### src/hdl/tcrs_pkg.sv
package tcrs_pkg;

  // Fixed-point formats of the ports and CORDIC sizes
  localparam int FractionBits    = 16;
  localparam int CordicStagesDef = 20;
  localparam int AtanLen         = 32;
  localparam int InW             = 25;
  localparam int OutW            = 27;

  // Internal widths
  localparam int SqW    = 2 * InW;       // b^2 and M^2
  localparam int NumW   = SqW + 5;       // 27 * M^2
  localparam int QuoW   = 61;            // quotient of the Q60 divide
  localparam int RadW   = 62;            // radicand of the square roots
  localparam int RootW  = 31;            // square root result
  localparam int RemW   = RootW + 2;     // square root partial remainder
  localparam int RadW2  = 56;            // b * 2/sqrt3 product
  localparam int RW     = 26;            // scaled radius
  localparam int CW     = 34;            // CORDIC datapath
  localparam int CosW   = 36;            // cosine terms
  localparam int HpW    = 65;            // sin * sqrt3/2 product
  localparam int PrW    = 63;            // radius * cosine product

  // Constants, Q30 unless noted
  localparam logic [32:0] PiQ30          = 33'd3373259426;
  localparam logic [29:0] GainInvQ30     = 30'd652032874;
  localparam logic [29:0] HalfSqrt3Q30   = 30'd929887697;
  localparam logic [30:0] TwoOverSqrt3   = 31'd1239850262;
  localparam logic [31:0] Recip3         = 32'd2863311531; // ceil(2^33 / 3)
  localparam logic [InW-1:0] MassReset   = 25'd65536;
  localparam logic signed [PrW-1:0] HalfUlp = 63'sd536870912;
  localparam logic signed [PrW-1:0] OutMax  = 63'sd67108863;
  localparam logic signed [PrW-1:0] OutMin  = -63'sd67108864;

  // Arctangent of 2^-idx, Q30
  function automatic logic [CW-1:0] atan_q30(input int idx);
    logic [CW-1:0] v;
    case (idx)
      0:  v = 34'h03243F6A8;
      1:  v = 34'h01DAC6705;
      2:  v = 34'h00FADBAFC;
      3:  v = 34'h007F56EA6;
      4:  v = 34'h003FEAB76;
      5:  v = 34'h001FFD55B;
      6:  v = 34'h000FFFAAA;
      7:  v = 34'h0007FFF55;
      8:  v = 34'h0003FFFEA;
      9:  v = 34'h0001FFFFD;
      10: v = 34'h0000FFFFF;
      11: v = 34'h00007FFFF;
      12: v = 34'h00003FFFF;
      13: v = 34'h00001FFFF;
      14: v = 34'h00000FFFF;
      15: v = 34'h000007FFF;
      16: v = 34'h000003FFF;
      17: v = 34'h000001FFF;
      18: v = 34'h000000FFF;
      19: v = 34'h0000007FF;
      20: v = 34'h0000003FF;
      21: v = 34'h0000001FF;
      22: v = 34'h0000000FF;
      23: v = 34'h00000007F;
      24: v = 34'h00000003F;
      25: v = 34'h00000001F;
      26: v = 34'h00000000F;
      27: v = 34'h000000008;
      28: v = 34'h000000004;
      29: v = 34'h000000002;
      30: v = 34'h000000001;
      default: v = '0;
    endcase
    return v;
  endfunction

endpackage

### src/hdl/tcrs_div_cell.sv
module tcrs_div_cell import tcrs_pkg::*; #(
  parameter int FIRST  = 0,
  parameter int SIDE_W = 1
) (
  input  logic              clk_i,
  input  logic              rst_ni,
  input  logic              en_i,
  input  logic              valid_i,
  input  logic [SIDE_W-1:0] side_i,
  input  logic [SqW-1:0]    den_i,
  input  logic [SqW-1:0]    rem_i,
  input  logic [QuoW-1:0]   quo_i,
  output logic              valid_o,
  output logic [SIDE_W-1:0] side_o,
  output logic [SqW-1:0]    den_o,
  output logic [SqW-1:0]    rem_o,
  output logic [QuoW-1:0]   quo_o
);

  logic [SqW:0] rem_sh, diff;
  logic         ge;

  // Shift the remainder (except in the first cell) and try one subtraction
  always_comb begin
    rem_sh = (FIRST != 0) ? {1'b0, rem_i} : {rem_i, 1'b0};
    ge     = rem_sh >= {1'b0, den_i};
    diff   = rem_sh - {1'b0, den_i};
  end

  always_ff @(posedge clk_i or negedge rst_ni) begin
    if (!rst_ni) begin
      valid_o <= 1'b0;
    end else if (en_i) begin
      valid_o <= valid_i;
    end
  end

  always_ff @(posedge clk_i) begin
    if (en_i) begin
      side_o <= side_i;
      den_o  <= den_i;
      rem_o  <= ge ? diff[SqW-1:0] : rem_sh[SqW-1:0];
      quo_o  <= {quo_i[QuoW-2:0], ge};
    end
  end

endmodule

### config.mk
export PLATFORM = sky130hd
export DESIGN_NAME = tcrs_div_cell
export DESIGN_NICKNAME = d
export VERILOG_FILES = /design/src/hdl/tcrs_pkg.sv /design/src/hdl/tcrs_div_cell.sv
export SDC_FILE = /design/constraint.sdc
export NUM_CORES = 1
export LEC_CHECK = 0
export ABC_AREA = 1
export BUFFER_PORTS_ARGS = -buffer_cell sky130_fd_sc_hd__buf_2
export CAP_MARGIN = 20
export CORE_UTILIZATION = 40
export CTS_CLUSTER_SIZE = 30
export DETAILED_ROUTE_END_ITERATION = 12
export PLACE_DENSITY = 0.74
export REMOVE_ABC_BUFFERS = 1
export SYNTH_ARGS = -nofsm -noshare
export SYNTH_HDL_FRONTEND = slang
export SYNTH_SLANG_ARGS = --single-unit
### constraint.sdc
create_clock -name clk_i -period 1.3 [get_ports clk_i]
set_input_delay 0.325 -clock clk_i [delete_from_list [all_inputs] [get_ports clk_i]]
set_output_delay 0.325 -clock clk_i [all_outputs]
set_load 0.02 [all_outputs]
==> impl_metrics.env <==
export IMPL_status="finished, violations left"
export IMPL_failed_checks="negative setup slack"
export IMPL_setup_slack_ps=-638
export IMPL_area_of_the_core_um2=25100
export IMPL_synthCells=1292
export IMPL_rsz0062_at_grt="true"
export IMPL_worst_hold_path_type="primary input to flop"
export IMPL_synth_top_cell_area_share_pct=47.5
export IMPL_post_synth_most_frequent_cells="nand2_1 (459), inv_1 (283), edfxtp_1 (162), nor2_1 (75), nand3_1 (54)"
export IMPL_clk_pin_slew_worst_paths_ps=80
export IMPL_crit_path_frequent_cell="nand2_1"
export IMPL_ant_nets=0
export IMPL_synth_compound_gate_area_share_pct=3.52
export IMPL_effective_utilization_at_floorplan_pct=40.8
export IMPL_groute_usage_overall_pct=28.7
export IMPL_worst_slew_pin_slew_ps=336
export IMPL_globalplace_congestion=0.922
export IMPL_critPathMaxFanout=3
export IMPL_power_switching_mw=6.54
export IMPL_leakage_nw=8.90
export IMPL_timing_max_cap_violations=0
export IMPL_sequential_cell_area_um2=4890
export IMPL_report_final_hold_viol_count=0
export IMPL_clock_tree_from_tritoncts="yes"
export IMPL_cp_cell_sequence="buf_2 -> inv_2 -> ha_4 -> buf_4 -> nand2_1 -> nand2_1 -> nand2_1 -> nand2_1 -> inv_1 -> nand2_2 -> nand3b_1 -> buf_4 -> xor2_1 -> nand2_1 -> o21ai_2"
export IMPL_grt_max_degree=31
export IMPL_critPathLaunchType="primary input"
export IMPL_drive_above_1_share_pct=52.6
export IMPL_yosys_warnings=0
export IMPL_port_buffers=327
export IMPL_timing_critical_path_slowest_stage_cell="nand3b_1"
export IMPL_finalSetupViolCount=124
export IMPL_postSynthRegisterBits=163
export IMPL_worstSetupPathType="primary input to flop"
export IMPL_post_synth_top_area_cell="edfxtp_1"
export IMPL_timing_hold_worst_path_depth=1
export IMPL_die_area_um2=26200
export IMPL_end_kind="flop"
export IMPL_share_of_synthesized_registers_carrying_an_async_set_or_reset_pct=0.613
export IMPL_grt_first_pass_wirelength_um=56900
export IMPL_synth_xor_xnor_area_share_pct=2.48
export IMPL_fillers=1808
export IMPL_largest_stage_delay_on_the_critical_path_ps=290
export IMPL_post_detail_place_hpwl_um=27500
export IMPL_grt_pass1_vias=10629
export IMPL_synth_adder_area_share_pct=6.31
export IMPL_drt_pass1_iterations=5
export IMPL_chipHeight_um=162
export IMPL_totalPowerFinal_mw=18.9
export IMPL_initialDrtViolationCount=772
export IMPL_ctsLongestPathBuffers=2
export IMPL_routed_wirelength_um=40800
export IMPL_antenna_diode_count=0
export IMPL_post_synth_top_count_cell="nand2_1"
export IMPL_worstRegToRegCells=1
export IMPL_synthesis_area_per_instance_um2=7.92
export IMPL_netSwitchingFraction_pct=34.6
export IMPL_htree_levels=4
export IMPL_drc=0
export IMPL_layout_cells_non_filler=2247
export IMPL_final_max_slew_viol_count=0
export IMPL_max_slew_headroom_pct=77.5
export IMPL_dieWidth_um=162
export IMPL_finalClockSkew_ps=0
export IMPL_power_density_nw_per_um2=1050
export IMPL_worst_endpoint_required_ps=1490
export IMPL_synth_flop_type="edfxtp_1"
export IMPL_total_negative_slack_for_setup_checks_ps=-30820
export IMPL_power_report_internal_total_mw=12.4
export IMPL_clockRootBuffer="clkbuf_16"
export IMPL_cts_bufs_inserted=17
export IMPL_synth_area_leaders="edfxtp_1 (48%), nand2_1 (17%), inv_1 (10%)"
export IMPL_yosysSeqAreaShare_pct=47.8
export IMPL_numClockSinks=163
export IMPL_synth_enable_flop_cells=162
export IMPL_post_route_min_period_ps=1940
export IMPL_synth_area_mux_share_pct=0.110
export IMPL_synthToLayoutAreaGrowth_pct=75.3
export IMPL_design_portCount=329
export IMPL_grt_ovfl_total=0
export IMPL_post_drt_via_cell_ratio=4.90
export IMPL_worst_ep_arrival_time_ps=2130
export IMPL_seq_power_share_pct=35.3
export IMPL_synth_simple_gate_area_share_pct=28.0
export IMPL_area_of_the_multi_input_gates_um2=5720
export IMPL_netlist_area_um2=10200
export IMPL_dr_total_vias=11020
export IMPL_period_share_pct=149
export IMPL_pwr_share_comb_pct=36.9
export IMPL_design_final_nets=2121
export IMPL_worst_skew_pair_late_latency_ps=440
export IMPL_hold_worst_slack_ps=50.1
export IMPL_post_dp_cell_area_um2=13900
export IMPL_worst_voltage_drop_across_the_vdd_grid_uv=827
export IMPL_synth_top_family_by_area="simple AND/OR/NAND/NOR gates"
export IMPL_average_wire_length_per_cell_after_detail_routing_um=18.2
export IMPL_std_cell_rows=58
export IMPL_placed_cells=2149
export IMPL_pwr_share_clk_pct=27.7
export IMPL_antenna_found_initial=0
export IMPL_fmax_mhz=516
export IMPL_final_area_um2=17900
export IMPL_synth_distinct_cells=34
==> stage by stage <==
stage / utilization [%] / worst slack, ps
2_1_floorplan: - / -1770
3_3_place_gp: 55.4 / -1180
3_5_place_dp: 55.4 / -1240
4_1_cts: 67.0 / -534
5_1_grt: 71.5 / -716
6_report: 71.5 / -638
==> layout make-up <==
type	count	share of cell area, %
clock buffer	18	2.45
timing repair buffer	607	28.9
tap	330	2.30
clock inverter	14	0.858
inverter	296	6.37
sequential	163	27.3
multi-input combinational	819	31.9
==> power by group through the flow <==
stage	Sequential [mW]	Combinational, mW	Clock, mW
floorplan	7.39	1.77	0
global placement	6.68	4.75	0
detailed placement	6.68	4.81	0
CTS	6.61	6.11	5.28
global route	6.72	7.42	5.47
finish	6.68	6.99	5.25
==> final timing paths <==
check	endpoint	slack, ps	start
max	rem_o[22]	-640	den_i[19]
min	quo_o[32]	50	quo_i[31]
max reg2reg	valid_o	540	valid_o
min reg2reg	valid_o	540	valid_o
max in group asynchronous	valid_o	1030	rst_ni
min in group asynchronous	valid_o	190	rst_ni
==> layout by cell type, fill, tap and decap left out, drive strengths merged <==
cell type    instances
buf                605
nand2              465
inv                304
edfxtp             162
nor2                89
nand3               55
ha                  50
nand4               33
xor2                29
o21ai               28
a21oi               27
clkbuf              19
nand3b              17
nor3                 9
o21bai               6
clkinv               5
o21a                 3
and2                 3
nor4b                1
or2                  1
a31oi                1
mux2                 1
fa                   1
clkinvlp             1
dlygate4sd3          1
dfrtp                1
==> worst max-delay path, delay by kind of cell <==
kind | cells | cell delay (ps)
buffers and inverters | 5 | 610
adders and majority gates | 1 | 210
xor gates and xnor gates | 1 | 130
and+or+nand+nor | 7 | 800
AOI/OAI and AO/OA | 1 | 50
==> registers in the layout, summed over array words and instances, names as in the netlist <==
| register | flops |
|---|---|
| rem_o | 50 |
| quo_o | 61 |
| den_o | 50 |
| side_o | 1 |
| valid_o | 1 |
==> metal layers <==
layer  vias up  wire length (µm)  track usage, %  share of wire (%)
met3       106              2430            3.86                5.9
met5         -                 0               0                  0
met1      5164             15900            35.3                 39
met4         0              1430            8.62                3.5
met2       482             21000            51.9                 52
li1       5268                 -               -                  -
==> logic make-up after synthesis <==
| kind of cell | count (synthesis) |
|---|---|
| buffers and inverters | 310 |
| and+or+nand+nor | 673 |
| xor gates and xnor gates | 29 |
| adders and majority gates | 51 |
| muxes | 1 |
| AOI/OAI and AO/OA | 65 |
| DFF | 163 |
==> timing repair <==
action	in CTS	in global routing
hold endpoints to repair	1	0
gates resized for setup	436	310
gates cloned	10	1
pin swaps	50	49
endpoints found under the setup margin	145	203
hold buffers	1	0
setup buffers	42	14
No activity file was read; power rests on OpenSTA's default activity.
