`src/hdl/tcrs_pkg.sv`:
```
package tcrs_pkg;

  // Fixed-point formats of the ports and CORDIC sizes
  localparam int FractionBits    = 16;
  localparam int CordicStagesDef = 20;
  localparam int AtanLen         = 32;
  localparam int InW             = 25;
  localparam int OutW            = 27;

  // Internal widths
  localparam int SqW    = 2 * InW;       // b^2 and M^2
  localparam int NumW   = SqW + 5;       // 27 * M^2
  localparam int QuoW   = 61;            // quotient of the Q60 divide
  localparam int RadW   = 62;            // radicand of the square roots
  localparam int RootW  = 31;            // square root result
  localparam int RemW   = RootW + 2;     // square root partial remainder
  localparam int RadW2  = 56;            // b * 2/sqrt3 product
  localparam int RW     = 26;            // scaled radius
  localparam int CW     = 34;            // CORDIC datapath
  localparam int CosW   = 36;            // cosine terms
  localparam int HpW    = 65;            // sin * sqrt3/2 product
  localparam int PrW    = 63;            // radius * cosine product

  // Constants, Q30 unless noted
  localparam logic [32:0] PiQ30          = 33'd3373259426;
  localparam logic [29:0] GainInvQ30     = 30'd652032874;
  localparam logic [29:0] HalfSqrt3Q30   = 30'd929887697;
  localparam logic [30:0] TwoOverSqrt3   = 31'd1239850262;
  localparam logic [31:0] Recip3         = 32'd2863311531; // ceil(2^33 / 3)
  localparam logic [InW-1:0] MassReset   = 25'd65536;
  localparam logic signed [PrW-1:0] HalfUlp = 63'sd536870912;
  localparam logic signed [PrW-1:0] OutMax  = 63'sd67108863;
  localparam logic signed [PrW-1:0] OutMin  = -63'sd67108864;

  // Arctangent of 2^-idx, Q30
  function automatic logic [CW-1:0] atan_q30(input int idx);
    logic [CW-1:0] v;
    case (idx)
      0:  v = 34'h03243F6A8;
      1:  v = 34'h01DAC6705;
      2:  v = 34'h00FADBAFC;
      3:  v = 34'h007F56EA6;
      4:  v = 34'h003FEAB76;
      5:  v = 34'h001FFD55B;
      6:  v = 34'h000FFFAAA;
      7:  v = 34'h0007FFF55;
      8:  v = 34'h0003FFFEA;
      9:  v = 34'h0001FFFFD;
      10: v = 34'h0000FFFFF;
      11: v = 34'h00007FFFF;
      12: v = 34'h00003FFFF;
      13: v = 34'h00001FFFF;
      14: v = 34'h00000FFFF;
      15: v = 34'h000007FFF;
      16: v = 34'h000003FFF;
      17: v = 34'h000001FFF;
      18: v = 34'h000000FFF;
      19: v = 34'h0000007FF;
      20: v = 34'h0000003FF;
      21: v = 34'h0000001FF;
      22: v = 34'h0000000FF;
      23: v = 34'h00000007F;
      24: v = 34'h00000003F;
      25: v = 34'h00000001F;
      26: v = 34'h00000000F;
      27: v = 34'h000000008;
      28: v = 34'h000000004;
      29: v = 34'h000000002;
      30: v = 34'h000000001;
      default: v = '0;
    endcase
    return v;
  endfunction

endpackage

```
`src/hdl/tcrs_sqrt_cell.sv`:
```
module tcrs_sqrt_cell import tcrs_pkg::*; #(
  parameter int SIDE_W = 1
) (
  input  logic              clk_i,
  input  logic              rst_ni,
  input  logic              en_i,
  input  logic              valid_i,
  input  logic [SIDE_W-1:0] side_i,
  input  logic [RadW-1:0]   rad_i,
  input  logic [RemW-1:0]   rem_i,
  input  logic [RootW-1:0]  root_i,
  output logic              valid_o,
  output logic [SIDE_W-1:0] side_o,
  output logic [RadW-1:0]   rad_o,
  output logic [RemW-1:0]   rem_o,
  output logic [RootW-1:0]  root_o
);

  logic [RemW+1:0] rem_sh, trial, diff;
  logic            ge;

  // Bring down two radicand bits and test the next root bit
  always_comb begin
    rem_sh = {rem_i, rad_i[RadW-1 -: 2]};
    trial  = {2'b00, root_i, 2'b01};
    ge     = rem_sh >= trial;
    diff   = rem_sh - trial;
  end

  always_ff @(posedge clk_i or negedge rst_ni) begin
    if (!rst_ni) begin
      valid_o <= 1'b0;
    end else if (en_i) begin
      valid_o <= valid_i;
    end
  end

  always_ff @(posedge clk_i) begin
    if (en_i) begin
      side_o <= side_i;
      rad_o  <= {rad_i[RadW-3:0], 2'b00};
      rem_o  <= ge ? diff[RemW-1:0] : rem_sh[RemW-1:0];
      root_o <= {root_i[RootW-2:0], ge};
    end
  end

endmodule

```
`config.mk`:
```
export PLATFORM = sky130hd
export DESIGN_NAME = tcrs_sqrt_cell
export DESIGN_NICKNAME = d
export VERILOG_FILES = /design/src/hdl/tcrs_pkg.sv /design/src/hdl/tcrs_sqrt_cell.sv
export SDC_FILE = /design/constraint.sdc
export NUM_CORES = 1
export LEC_CHECK = 0
export BUFFER_PORTS_ARGS = -buffer_cell sky130_fd_sc_hd__clkbuf_2
export CAP_MARGIN = 20
export CORE_MARGIN = 2
export CORE_UTILIZATION = 49
export CTS_BUF_LIST = sky130_fd_sc_hd__clkbuf_4 sky130_fd_sc_hd__clkbuf_8 sky130_fd_sc_hd__clkbuf_16
export DETAILED_ROUTE_END_ITERATION = 12
export PLACE_DENSITY = 0.89
export SETUP_SLACK_MARGIN = 0.05
export SLEW_MARGIN = 20
export SYNTH_ARGS = -nofsm -noshare
export SYNTH_HDL_FRONTEND = slang
export SYNTH_SLANG_ARGS = --single-unit
export TNS_END_PERCENT = 30
```
`constraint.sdc`:
```
create_clock -name clk_i -period 1.12 [get_ports clk_i]
set_clock_uncertainty 0.15 [all_clocks]
set_input_delay 0.056 -clock clk_i [delete_from_list [all_inputs] [get_ports clk_i]]
set_output_delay 0.056 -clock clk_i [all_outputs]
set_load 0.1 [all_outputs]
```
==> results by group, run 1 <==
Yosys
  • Register bit total from synthesis: 126
  • Post-synth EDFFs: 125
  • Multiplexer share of the synthesized area: 0.0593
  • Synth async-reset ratio: 0.00794
  • Synth top area cells: edfxtp_1 (57%), ha_1 (6.3%), mux2_4 (4.1%), xnor2_1 (2.9%), inv_1 (2.9%)
  • Synth area leader: edfxtp_1
  • Mean Syn Cell Area: 12.7 sq um
  • Xor/xnor cell area share of the yosys netlist: 0.0321
  • List of most frequent post-synthesis cells: edfxtp_1 (125), inv_1 (50), a21oi_1 (37)
  • Yosys cell types: 61
  • Count leader, synth: edfxtp_1
  • Post-synthesis simple-gate area fraction: 0.0828
  • Top-area cell type share of the netlist area: 0.572
  • Seq/Total Area, Yosys: 0.576
  • Syn. warnings: 0
  • Syn Inst Count: 516
  • Post-synthesis compound-gate area fraction: 0.135
  • Adder-Cell Fraction of Synth Area: 0.0630
  • Cell Area, Synth: 6560 sq um
  • Synth Flop Type: edfxtp_1
  • Largest family of logic cells by synthesized area: compound AO/OA/AOI/OAI gates

Clock network
  • CTS buffer count: 17
  • Clk sinks: 126
  • Clock Path Buffers: 2
  • CTS hold repair buffers: 123
  • CTS Root Buffer Type: clkbuf_16
  • Resize count post-CTS: 96
  • Post-CTS Setup Bufs: 25
  • H-tree levels: 4

Floorplan
  • Die width: 120 um
  • # rows: 42
  • DIE HEIGHT: 120 um
  • Initial Util: 0.499
  • Ports: 259

Placed design
  • Gpl congestion: 0.951
  • Area after DPL: 11300 sq um
  • Port buffer count: 256
  • Placed wire-length estimate: 21800 um
  • Placed cells: 1079

Status
  • Status: aborted with a tool error
  • Err: [ERROR DPL-0038] Utilization greater than 100%, impossible to legalize
  • Last stage: 4_1_cts
## metrics by stage
stage | setup slack [ns] | util
after floorplan | -1.39 | -
after detailed placement | -1.84 | 0.857
after global placement | -1.48 | 0.857
## kinds of logic after synthesis
| family | count (synthesis) |
|---|---|
| compound gates | 127 |
| flops | 126 |
| simple gates | 111 |
| buf+inv | 65 |
| fa+ha+maj | 33 |
| mux | 29 |
| xor+xnor | 24 |
| other cells | 1 |
==> inputs of run 2 (changes only) <==
Settings changed: CORE_UTILIZATION 49 to 35, CTS_BUF_LIST sky130_fd_sc_hd__clkbuf_4 sky130_fd_sc_hd__clkbuf_8 sky130_fd_sc_hd__clkbuf_16 to not set, PLACE_DENSITY 0.89 to not set, PLACE_DENSITY_LB_ADDON set to 0.15, SETUP_SLACK_MARGIN 0.05 to not set.
==> run 2 against run 1 <==
Compared with the run above: the flow now finishes, with violations (hold timing, setup timing); area after synthesis unchanged; synthesized cell count unchanged.
==> results by group, run 2 <==
Status
  • Status: finished with violations
  • Failing checks: hold timing, setup timing

Floorplan
  • Die area: 19800 sq um
  • Core box area: 18500 sq um
  • # rows: 50
  • Die width: 141 um
  • Initial Util: 0.354
  • DIE HEIGHT: 141 um
  • Ports: 259

Yosys
  • Cell Area, Synth: 6560 sq um
  • Mean Syn Cell Area: 12.7 sq um
  • Top-area cell type share of the netlist area: 0.572
  • Synth top area cells: edfxtp_1 (57%), ha_1 (6.3%), mux2_4 (4.1%), xnor2_1 (2.9%), inv_1 (2.9%)
  • Syn. warnings: 0
  • List of most frequent post-synthesis cells: edfxtp_1 (125), inv_1 (50), a21oi_1 (37)
  • Post-synth EDFFs: 125
  • Yosys cell types: 61
  • Seq/Total Area, Yosys: 0.576
  • Count leader, synth: edfxtp_1
  • Synth area leader: edfxtp_1
  • Synth async-reset ratio: 0.00794
  • Register bit total from synthesis: 126
  • Synth Flop Type: edfxtp_1
  • Syn Inst Count: 516

GRT
  • Total gr overflow: 0
  • Tot GR Track Use: 0.229
  • Initial antenna violation count: 0
  • Global-route wire length before repair: 35800 um
  • Largest net degree at the start of global routing: 29
  • Number of global-route vias before repair: 6842

Timing
  • Sum Neg Setup Slack: -47.07 ns
  • Final Cycle Share: 1.96
  • Final Max Tran Viols: 0
  • Achievable Freq: 455 MHz
  • Hold_ws: -0.0401 ns
  • Post-layout minimum cycle time: 2.20 ns
  • Slew @ Worst Pin: 0.496 ns
  • Final worst slack: -1.08 ns
  • Final setup violation count: 160
  • Slew headroom: 0.661
  • Unrepaired setup endpoints after global routing: yes
  • Final Hold Viols: 19

Critical path
  • Type of the worst setup path: in2reg
  • Required time of the critical path: 1.13 ns
  • Critical-path top delay cell: a211oi_1
  • CP cell instances: buf_2, inv_4, ha_4, buf_6, a21oi_1, o221ai_1, a211oi_1, o21ai_1, a211oi_2, xnor2_1, mux2_4
  • Crit path buffers/inverters: 3
  • Critical Path AT: 2.21 ns
  • CP max FO: 7
  • Worst Setup Start Kind: input port
  • Critical path capture point type: flop
  • Critical path's top delay family: compound AO/OA/AOI/OAI gates
  • CP max stage delay: 0.34 ns

Clock network
  • CTS hold repair buffers: 126
  • CTS buffer count: 17
  • Worst-Skew Late Latency: 0.42 ns
  • Reg clk slew, reported paths: 0.06 ns
  • Clock Path Buffers: 2
  • H-tree levels: 4
  • CTS Root Buffer Type: clkbuf_16
  • Clk sinks: 126
  • CTS tree: done

Drt
  • Iter 0 DRT Violations: 298
  • Vias: 6491
  • Detailed Routing Iterations Pass 1: 5
  • DR DRC count: 0
  • Antenna-violating nets left: 0
  • Avg Vias per Cell: 4.89
  • DR WL/cell: 17.8 um
  • Routed wire length: 23700 um

Finish
  • Commonest non-fill, non-tap cell in the layout: buf_4
  • Area Growth Syn to Fin: 115%
  • Largest register by flop count: rad_o
  • Design Area, Final: 14100 sq um
  • # diodes: 0
  • Largest register FFs: 60
  • Fin nets: 1245
  • Biggest regs: rad_o x60, rem_o x33, root_o x31
  • Most frequent cells in the layout: buf_4 (162), buf_12 (134), dlygate4sd3_1 (125), edfxtp_1 (125), clkbuf_2 (118)
  • Share of cells above drive strength 1: 0.547

Placed design
  • Placed wire-length estimate: 16000 um
  • Area after DPL: 11400 sq um
  • Port buffer count: 256
  • Gpl congestion: 0.850
  • DP Worst Slack: -1.62 ns

Power and ir drop
  • Leakage: 0.00603 uW
  • Power Dens Cells: 1490 nW/um^2
  • Worst vdd ir: 1.05 mV

Min path
  • Hold Path Class: in2reg

Job
  • Max Cap Viol: 0
## run 2: area by class of cell
class,count,area [sq um]
Fill cell,1117,4400
Timing Repair Buffer,556,5940
Inverter,51,240
Clock buffer,17,425
Timing Repair inverter,3,57.6
Tap cell,234,293
Sequential cell,126,3780
Multi-Input combinational cell,326,3200
Clock inverter,14,185
## run 2: worst paths after layout
path / end / cells past startpoint / start / slack [ns]
max in group asynchronous: valid_o / 3 / rst_ni / 0.34
worst min-delay path: rem_o[27] / 2 / en_i / -0.04
min in group asynchronous: valid_o / 3 / rst_ni / 0.38
worst min register to register: valid_o / 1 / valid_o / 0.44
worst max-delay path: rem_o[23] / 11 / root_i[8] / -1.08
worst max register to register: valid_o / 1 / valid_o / 0.17
## run 2: cells by family (layout without fill, tap and decap cells)
group / after synthesis / in the layout / synth area share
DFF: 126 / 126 / 0.576
muxes: 29 / 29 / 0.0593
buffers and inverters: 65 / 641 / 0.0509
AOI/OAI and AO/OA: 127 / 127 / 0.135
xor gates and xnor gates: 24 / 24 / 0.0321
other: 1 / 2 / 0.000572
and+or+nand+nor: 111 / 111 / 0.0828
adders and majority gates: 33 / 33 / 0.0630
## run 2: where the power goes
part           switching, uW  internal (uW)
logic                   5310           3810
registers                398           5800
clock network           2230           3540
## run 2: repair_timing
item	4_1_cts	5_1_grt
resized for setup	73	78
setup buffers	12	13
setup endpoints to repair	160	168
endpoints found under the hold margin	151	19
pin swaps	23	35
cloned	1	2
## run 2: per-layer routing
metal  vias up  global-route usage  routed length [um]
li1       3072                   -                   -
met1      3113               0.265                9440
met2       265               0.425               12400
met3        41              0.0499                1280
met4         0              0.0700                 535
met5         -                   0                   0
## run 2: metrics by stage
step / util / power (uW) / instances / hold slack [ns]
after CTS: 0.741 / 20800 / 1314 / -0.0462
after detailed placement: 0.615 / 14400 / 1146 / -0.316
final: 0.762 / 21100 / 1327 / -0.0401
after global placement: 0.615 / 14300 / 1146 / -0.318
after global routing: 0.762 / 21700 / 1327 / -0.0394
after floorplan: - / 11000 / 517 / -0.390
(Power assumes the default switching activity.)
