`config.mk`:
```
export PLATFORM = sky130hd
export DESIGN_NAME = tcrs_cordic_cell
export DESIGN_NICKNAME = d
export VERILOG_FILES = /design/src/hdl/tcrs_pkg.sv /design/src/hdl/tcrs_cordic_cell.sv
export SDC_FILE = /design/constraint.sdc
export NUM_CORES = 1
export LEC_CHECK = 0
export ABC_AREA = 0
export BUFFER_PORTS_ARGS = -buffer_cell sky130_fd_sc_hd__buf_2
export CORE_MARGIN = 2
export CORE_UTILIZATION = 54
export CTS_CLUSTER_DIAMETER = 60
export DETAILED_ROUTE_END_ITERATION = 6
export PLACE_DENSITY = 0.78
export SETUP_SLACK_MARGIN = 0.05
export SLEW_MARGIN = 20
export SYNTH_ARGS = -nofsm -noshare
export SYNTH_HDL_FRONTEND = slang
export SYNTH_SLANG_ARGS = --single-unit
```
`constraint.sdc`:
```
create_clock -name clk_i -period 1 [get_ports clk_i]
set_clock_uncertainty 0.2 [all_clocks]
set_input_delay 0.1 -clock clk_i [delete_from_list [all_inputs] [get_ports clk_i]]
set_output_delay 0.1 -clock clk_i [all_outputs]
set_load 0.02 [all_outputs]
```
`src/hdl/tcrs_pkg.sv`:
```
package tcrs_pkg;

  // Fixed-point formats of the ports and CORDIC sizes
  localparam int FractionBits    = 16;
  localparam int CordicStagesDef = 20;
  localparam int AtanLen         = 32;
  localparam int InW             = 25;
  localparam int OutW            = 27;

  // Internal widths
  localparam int SqW    = 2 * InW;       // b^2 and M^2
  localparam int NumW   = SqW + 5;       // 27 * M^2
  localparam int QuoW   = 61;            // quotient of the Q60 divide
  localparam int RadW   = 62;            // radicand of the square roots
  localparam int RootW  = 31;            // square root result
  localparam int RemW   = RootW + 2;     // square root partial remainder
  localparam int RadW2  = 56;            // b * 2/sqrt3 product
  localparam int RW     = 26;            // scaled radius
  localparam int CW     = 34;            // CORDIC datapath
  localparam int CosW   = 36;            // cosine terms
  localparam int HpW    = 65;            // sin * sqrt3/2 product
  localparam int PrW    = 63;            // radius * cosine product

  // Constants, Q30 unless noted
  localparam logic [32:0] PiQ30          = 33'd3373259426;
  localparam logic [29:0] GainInvQ30     = 30'd652032874;
  localparam logic [29:0] HalfSqrt3Q30   = 30'd929887697;
  localparam logic [30:0] TwoOverSqrt3   = 31'd1239850262;
  localparam logic [31:0] Recip3         = 32'd2863311531; // ceil(2^33 / 3)
  localparam logic [InW-1:0] MassReset   = 25'd65536;
  localparam logic signed [PrW-1:0] HalfUlp = 63'sd536870912;
  localparam logic signed [PrW-1:0] OutMax  = 63'sd67108863;
  localparam logic signed [PrW-1:0] OutMin  = -63'sd67108864;

  // Arctangent of 2^-idx, Q30
  function automatic logic [CW-1:0] atan_q30(input int idx);
    logic [CW-1:0] v;
    case (idx)
      0:  v = 34'h03243F6A8;
      1:  v = 34'h01DAC6705;
      2:  v = 34'h00FADBAFC;
      3:  v = 34'h007F56EA6;
      4:  v = 34'h003FEAB76;
      5:  v = 34'h001FFD55B;
      6:  v = 34'h000FFFAAA;
      7:  v = 34'h0007FFF55;
      8:  v = 34'h0003FFFEA;
      9:  v = 34'h0001FFFFD;
      10: v = 34'h0000FFFFF;
      11: v = 34'h00007FFFF;
      12: v = 34'h00003FFFF;
      13: v = 34'h00001FFFF;
      14: v = 34'h00000FFFF;
      15: v = 34'h000007FFF;
      16: v = 34'h000003FFF;
      17: v = 34'h000001FFF;
      18: v = 34'h000000FFF;
      19: v = 34'h0000007FF;
      20: v = 34'h0000003FF;
      21: v = 34'h0000001FF;
      22: v = 34'h0000000FF;
      23: v = 34'h00000007F;
      24: v = 34'h00000003F;
      25: v = 34'h00000001F;
      26: v = 34'h00000000F;
      27: v = 34'h000000008;
      28: v = 34'h000000004;
      29: v = 34'h000000002;
      30: v = 34'h000000001;
      default: v = '0;
    endcase
    return v;
  endfunction

endpackage

```
`src/hdl/tcrs_cordic_cell.sv`:
```
module tcrs_cordic_cell import tcrs_pkg::*; #(
  parameter int IDX    = 0,
  parameter int ROTATE = 0,
  parameter int SIDE_W = 1
) (
  input  logic                 clk_i,
  input  logic                 rst_ni,
  input  logic                 en_i,
  input  logic                 valid_i,
  input  logic [SIDE_W-1:0]    side_i,
  input  logic signed [CW-1:0] x_i,
  input  logic signed [CW-1:0] y_i,
  input  logic signed [CW-1:0] z_i,
  output logic                 valid_o,
  output logic [SIDE_W-1:0]    side_o,
  output logic signed [CW-1:0] x_o,
  output logic signed [CW-1:0] y_o,
  output logic signed [CW-1:0] z_o
);

  logic signed [CW-1:0] xs, ys, at, x_d, y_d, z_d;
  logic                 pos;

  // One micro-rotation; direction from y (vectoring) or z (rotation)
  always_comb begin
    xs  = x_i >>> IDX;
    ys  = y_i >>> IDX;
    at  = $signed(atan_q30(IDX));
    pos = (ROTATE != 0) ? !z_i[CW-1] : !y_i[CW-1];
    if (ROTATE != 0) begin
      if (pos) begin
        x_d = x_i - ys;
        y_d = y_i + xs;
        z_d = z_i - at;
      end else begin
        x_d = x_i + ys;
        y_d = y_i - xs;
        z_d = z_i + at;
      end
    end else begin
      if (pos) begin
        x_d = x_i + ys;
        y_d = y_i - xs;
        z_d = z_i + at;
      end else begin
        x_d = x_i - ys;
        y_d = y_i + xs;
        z_d = z_i - at;
      end
    end
  end

  always_ff @(posedge clk_i or negedge rst_ni) begin
    if (!rst_ni) begin
      valid_o <= 1'b0;
    end else if (en_i) begin
      valid_o <= valid_i;
    end
  end

  always_ff @(posedge clk_i) begin
    if (en_i) begin
      side_o <= side_i;
      x_o    <= x_d;
      y_o    <= y_d;
      z_o    <= z_d;
    end
  end

endmodule

```
==> impl_results.md, run 1 <==
* Clk buf depth at 2
* Distinct cells, synth at 79
* Post-synthesis adder-cell area fraction at 15.8%
* First Error: [ERROR GRT-0116] Global routing finished with congestion. Check the congestion regions in the DRC Viewer.
* Number of synthesized flops with an enable pin at 102
* Syn_area_per_cell at 8.61 sq um
* Failed at: global routing
* Vias in the first global route at 18,717
* Post-Synth XOR/XNOR Area at 7.22%
* First-pass GRT wire length at 119,000 um
* Cells after Synth at roughly 1,200
* Site row count at 51
* Dpl hpwl at 35,800 um
* H-tree Lvls at 3
* Routability cong. at approximately 1.1
* Largest family of logic cells by synthesized area: compound AO/OA/AOI/OAI gates
* Top FF cell, synth: edfxtp_1
* Quantity of I/O buffers inserted on ports at 210
* Die height at 145 um
* FFs w/ async S/R, synth at 0.971%
* Multiplexer share of the synthesized area at 0.762%
* Outcome: aborted with a tool error
* Pin count of the biggest net entering global routing at 50
* CTS buffer count at 9
* Synthesis Warnings at 0
* Synth Area in Compound Gates at 27.2%
* Syn Std Cell Area at ~11,000 sq um
* Initial Util at 55.0%
* Clock sink count at 103
* Synth Area in Simple Gates at 14.2%
* Clk root buf: clkbuf_16
* I/O pin count at 211
* Total global routing overflow at 83
* Mapped Nets at 1,478
* Die width at roughly 140 um
* Seq/Total Area, Yosys at between 20 and 30%
* Yosys top cell by area: edfxtp_1
* Area contributors post-synth: edfxtp_1 29%, ha_1 15%, a21oi_1 6.4%
* Total track usage at roughly 76%
* Synth top area share at 28.7%
* FF+latch count, synth at approximately 100
-- stage by stage --
| step | cells | util, % | hold slack [ps] | instance area (sq um) | setup slack, ps |
|---|---|---|---|---|---|
| after CTS | 2213 | 95.8 | -78.9 | 18600 | -1600 |
| after floorplan | 1239 | - | -396 | 11400 | -1750 |
| after detailed placement | 2136 | 82.8 | -325 | 16100 | -2210 |
| after global placement | 2136 | 82.8 | -326 | 16100 | -2020 |
-- kinds of logic after synthesis --
group           Yosys count
simple gates            308
fa+ha+maj               132
buf+inv                 164
mux                       8
xor+xnor                 88
flops                   103
compound gates          436
-- per-layer routing --
metal	overflow	global-route usage, %
met1	0	77.5
met2	29	91.8
met3	2	60.5
met4	52	77.6
met5	0	23.3
-- cell usage after synthesis (4+ instances only) --
cell / count
nor3_1: 21
o21ai_0: 87
a31oi_1: 21
a221oi_1: 4
xor2_1: 16
fa_1: 4
nor2b_1: 18
o21bai_1: 23
a311o_1: 5
ha_1: 128
buf_1: 5
mux2i_1: 7
nor4_1: 14
or2_2: 4
a21o_1: 35
nand2_1: 71
nand4_1: 12
clkbuf_1: 32
o211ai_1: 13
and4_1: 5
nand3_1: 18
and3_1: 7
o311a_1: 4
a211o_1: 5
a211oi_1: 9
a311oi_1: 6
a21oi_1: 137
a21boi_0: 9
edfxtp_1: 102
o21a_1: 8
nor2_1: 91
o221ai_1: 5
and2_1: 9
buf_2: 12
nand2b_1: 16
clkinv_1: 4
xnor2_1: 72
inv_1: 108
nor3b_1: 5
o31ai_1: 13
or3_1: 7
-- what timing repair did --
action / 4_1_cts
endpoints found under the setup margin: 201
buffers inserted: 64
hold endpoints to repair: 9
gates resized for setup: 419
pin swaps: 161
hold buffers: 8
==> run 2: changes to the inputs <==
--- a/config.mk
+++ b/config.mk
@@ -8,11 +8,9 @@
 export ABC_AREA = 0
 export BUFFER_PORTS_ARGS = -buffer_cell sky130_fd_sc_hd__buf_2
 export CORE_MARGIN = 2
-export CORE_UTILIZATION = 54
-export CTS_CLUSTER_DIAMETER = 60
+export CORE_UTILIZATION = 39
 export DETAILED_ROUTE_END_ITERATION = 6
-export PLACE_DENSITY = 0.78
-export SETUP_SLACK_MARGIN = 0.05
+export PLACE_DENSITY_LB_ADDON = 0.15
 export SLEW_MARGIN = 20
 export SYNTH_ARGS = -nofsm -noshare
 export SYNTH_HDL_FRONTEND = slang
==> run 2 against run 1 <==
  * The flow now finishes, with violations (hold timing, setup timing)
  * Area after synthesis stayed put
  * Synthesized cell count stayed put
==> impl_results.md, run 2 <==
* Worst EP arrival at 2550 ps
* Synth top area share at 28.7% (unchanged)
* Worst rel slew slack at 52.5%
* Syn Std Cell Area at 10,700 sq um (unchanged)
* H-tree Lvls at 3 (unchanged)
* Worst Hold End: x_o[2]$_DFFE_PP_
* Yosys top cell by area: edfxtp_1 (unchanged)
* Worst vdd ir at between 0.001 and 0.0015 V
* Post-CTS Hold Buffers at 9 (was 8)
* RSZ-0062 raised after global routing: yes
* Synthesis Warnings at 0 (unchanged)
* # setup viols final at 200
* Initial Util at 39.7% (was 55.0%)
* Routed vias/inst at 5.54
* Sw frac at 38.5%
* Clock power frac at 16.7%
* Quantity of I/O buffers inserted on ports at 210 (unchanged)
* Reg2Reg Capture Point: valid_o$_DFFE_PN0P_
* Largest registers: x_o (34), z_o (34), y_o (33)
* Period Utilization, post-route at 262%
* Routability cong. at 0.975 (was 1.06)
* Reg2Reg Depth at 1
* Fin. max-slew vios at 0
* Seq/Total Area, Yosys at 28.9% (unchanged)
* Final Util at between 70% and 80%
* Final Hold Fails at 4
* Commonest non-fill, non-tap cell in the layout: buf_4
* Worst hold path type: input port to flip-flop
* Internal power at 14,600 uW
* Most common cell in the netlist: a21oi_1 (unchanged)
* Vias in the first global route at ~13,000
* Die width at 169 um (was 145 um)
* Worst-path maximum fanout at 3
* First DRT Iteration DRCs at about 1,100
* Hold Startpoint: en_i
* Post-synth top cells: 137 x a21oi_1, 128 x ha_1, 108 x inv_1 (unchanged)
* Critical path launch point type: input port
* Required @ worst endpoint at a little over 900 ps
* Antenna violations before repair at 0
* Antenna Cells at 0
* Core area at between 20,000 and 30,000 sq um
* Clk slew on worst S/H paths at 80 ps
* 1st-pass router iterations at 5
* Placed Cells at 2,222 (was 2,136)
* Dpl hpwl at 32,900 um (was 35,800 um)
* Cells after Synth at 1,239 (unchanged)
* Pin count of the biggest net entering global routing at 42
* Area delta synth->final at 92.6%
* Wirelength per Cell at between 20 and 25 um
* R2R setup slack at ~20 ps
* Final WL at 48,200 um
* I/O pin count at 211 (unchanged)
* DRC viols at 0
* Post-route ant nets at 0
* CTS tree: yes
* Worst skew pair latency at 370 ps
* FF-to-FF Start: valid_o$_DFFE_PN0P_
* Clk buf depth at 2 (unchanged)
* Minimum clock period at 2620 ps
* Die area at 28,700 sq um
* Syn_area_per_cell at 8.61 sq um (unchanged)
* Total track usage at 29.8%
* Leak at about 0.0092 uW
* Share of cells above drive strength 1 at 59.9%
* First-pass GRT wire length at 67,700 um
* Max cap viols at 0
* Commonest non-fill, non-tap cells in the layout: 504 x buf_4, 171 x buf_6, 108 x buf_2, 102 x edfxtp_1, 89 x inv_1
* Combinational share of power at 57.7%
* Filler cell count at roughly 1,800
* Clock sink count at 103 (unchanged)
* Nets at 2,254
* Hold slack final at -146 ps
* Die height at 169 um (was 145 um)
* Pre-CTS WS at -2130 ps (was -2210 ps)
* Worst setup margin at -1620 ps
* Power density cells at 1150 nW/um^2
* Crit Path Category: input port to flip-flop
* Via count at 13,091
* Outcome: finished with violations (was aborted with a tool error)
* Sequential Power Share at 25.5%
* CTS buffer count at 9 (unchanged)
* Area contributors post-synth: edfxtp_1 29%, ha_1 15%, a21oi_1 6.4% (unchanged)
* Mapped Nets at 1,478 (unchanged)
* Number of synthesized flops with an enable pin at 102 (unchanged)
* Distinct cells, synth at 79 (unchanged)
* Fmax at 381 MHz
* FFs w/ async S/R, synth at 0.971% (unchanged)
* Top FF cell, synth: edfxtp_1 (unchanged)
* Layout Cells excl Fill at 2,361
* Total global routing overflow at 0
* Crit end category: flip-flop
* Clk root buf: clkbuf_16 (unchanged)
* Worst Hold Path Cells at 1
* FF+latch count, synth at 103 (unchanged)
* NetSw at 9100 uW
* Site row count at 60 (was 51)
* Failing checks: hold timing, setup timing
* Worst-margin pin slew at between 700 and 800 ps
-- run 2: cell counts after synthesis --
Identical to the previous run, type by type.
-- run 2: logic make-up (layout without fill, tap and decap cells) --
| family | count (synthesis) | count (layout) | share of synthesized area, % |
|---|---|---|---|
| xor gates and xnor gates | 88 | 88 | 7.22 |
| muxes | 8 | 8 | 0.762 |
| and+or+nand+nor | 308 | 308 | 14.2 |
| buffers and inverters | 164 | 945 | 5.96 |
| AOI/OAI and AO/OA | 436 | 436 | 27.2 |
| adders and majority gates | 132 | 132 | 15.8 |
| DFF | 103 | 103 | 28.9 |
-- run 2: what timing repair did --
| item | CTS | global route |
|---|---|---|
| gates cloned | 0 | 0 |
| hold endpoints to repair | 10 | 4 |
| gates resized for setup | 358 | 390 |
| endpoints found under the setup margin | 200 | 202 |
| buffers inserted | 93 | 48 |
| pin swaps | 152 | 165 |
-- run 2: cell type report --
class | count | area, sq um | share of cell area, %
Inverter | 113 | 492 | 2.39
Multi-Input combinational cell | 972 | 9490 | 46.2
Clock buffer | 10 | 239 | 1.16
Sequential cell | 103 | 3090 | 15.0
Timing Repair Buffer | 816 | 6740 | 32.8
Tap cell | 341 | 427 | 2.08
Clock inverter | 6 | 75.1 | 0.365
-- run 2: per-layer routing --
layer / global-route usage (%) / vias to the layer above / share of wire, %
met1: 39.1 / 6280 / 42
li1: - / 6091 / -
met5: 0 / - / 0
met2: 51.1 / 567 / 48
met3: 3.68 / 153 / 5.8
met4: 9.74 / 0 / 4.2
-- run 2: how the worst max path moves through the flow --
| stage | from | cells past startpoint | endpoint | slack (ps) |
|---|---|---|---|---|
| 2_1_floorplan | y_i[4] | 10 | y_o[33]$_DFFE_PP_ | -1750 |
| 3_3_place_gp | x_i[5] | 12 | x_o[29]$_DFFE_PP_ | -2100 |
| 3_5_place_dp | x_i[5] | 12 | x_o[29]$_DFFE_PP_ | -2130 |
| 4_1_cts | x_i[10] | 13 | x_o[27]$_DFFE_PP_ | -1580 |
| 5_1_grt | x_i[4] | 14 | x_o[25]$_DFFE_PP_ | -1710 |
| 6_report | x_i[4] | 14 | x_o[25]$_DFFE_PP_ | -1620 |
-- run 2: through the flow --
stage	TNS, ps	power [uW]	area, sq um	hold slack [ps]
2_1_floorplan	-108930	11200	11400	-396
3_3_place_gp	-155490	15700	16200	-325
3_5_place_dp	-156930	15800	16200	-324
4_1_cts	-124700	21300	18800	-85.5
5_1_grt	-137710	24600	20600	-150
6_report	-130430	23700	20600	-146
-- run 2: power groups by stage --
stage                     logic, uW  clock network, uW  registers, uW
after global placement         9740                  0           5980
after global routing          14300               4160           6100
after floorplan                4270                  0           6900
after detailed placement       9830                  0           6000
after CTS                     11500               3950           5920
final                         13700               3960           6040
-- run 2: critical path, cell delays in order --
cell	delay, ps
buf_8	80
inv_4	30
ha_4	290
inv_4	40
a2111oi_4	330
buf_4	200
a2111oi_4	70
buf_4	160
nor3_4	190
a31oi_4	130
o211ai_1	340
buf_4	210
a211oi_2	70
a311o_1	300
(Power assumes the default switching activity.)
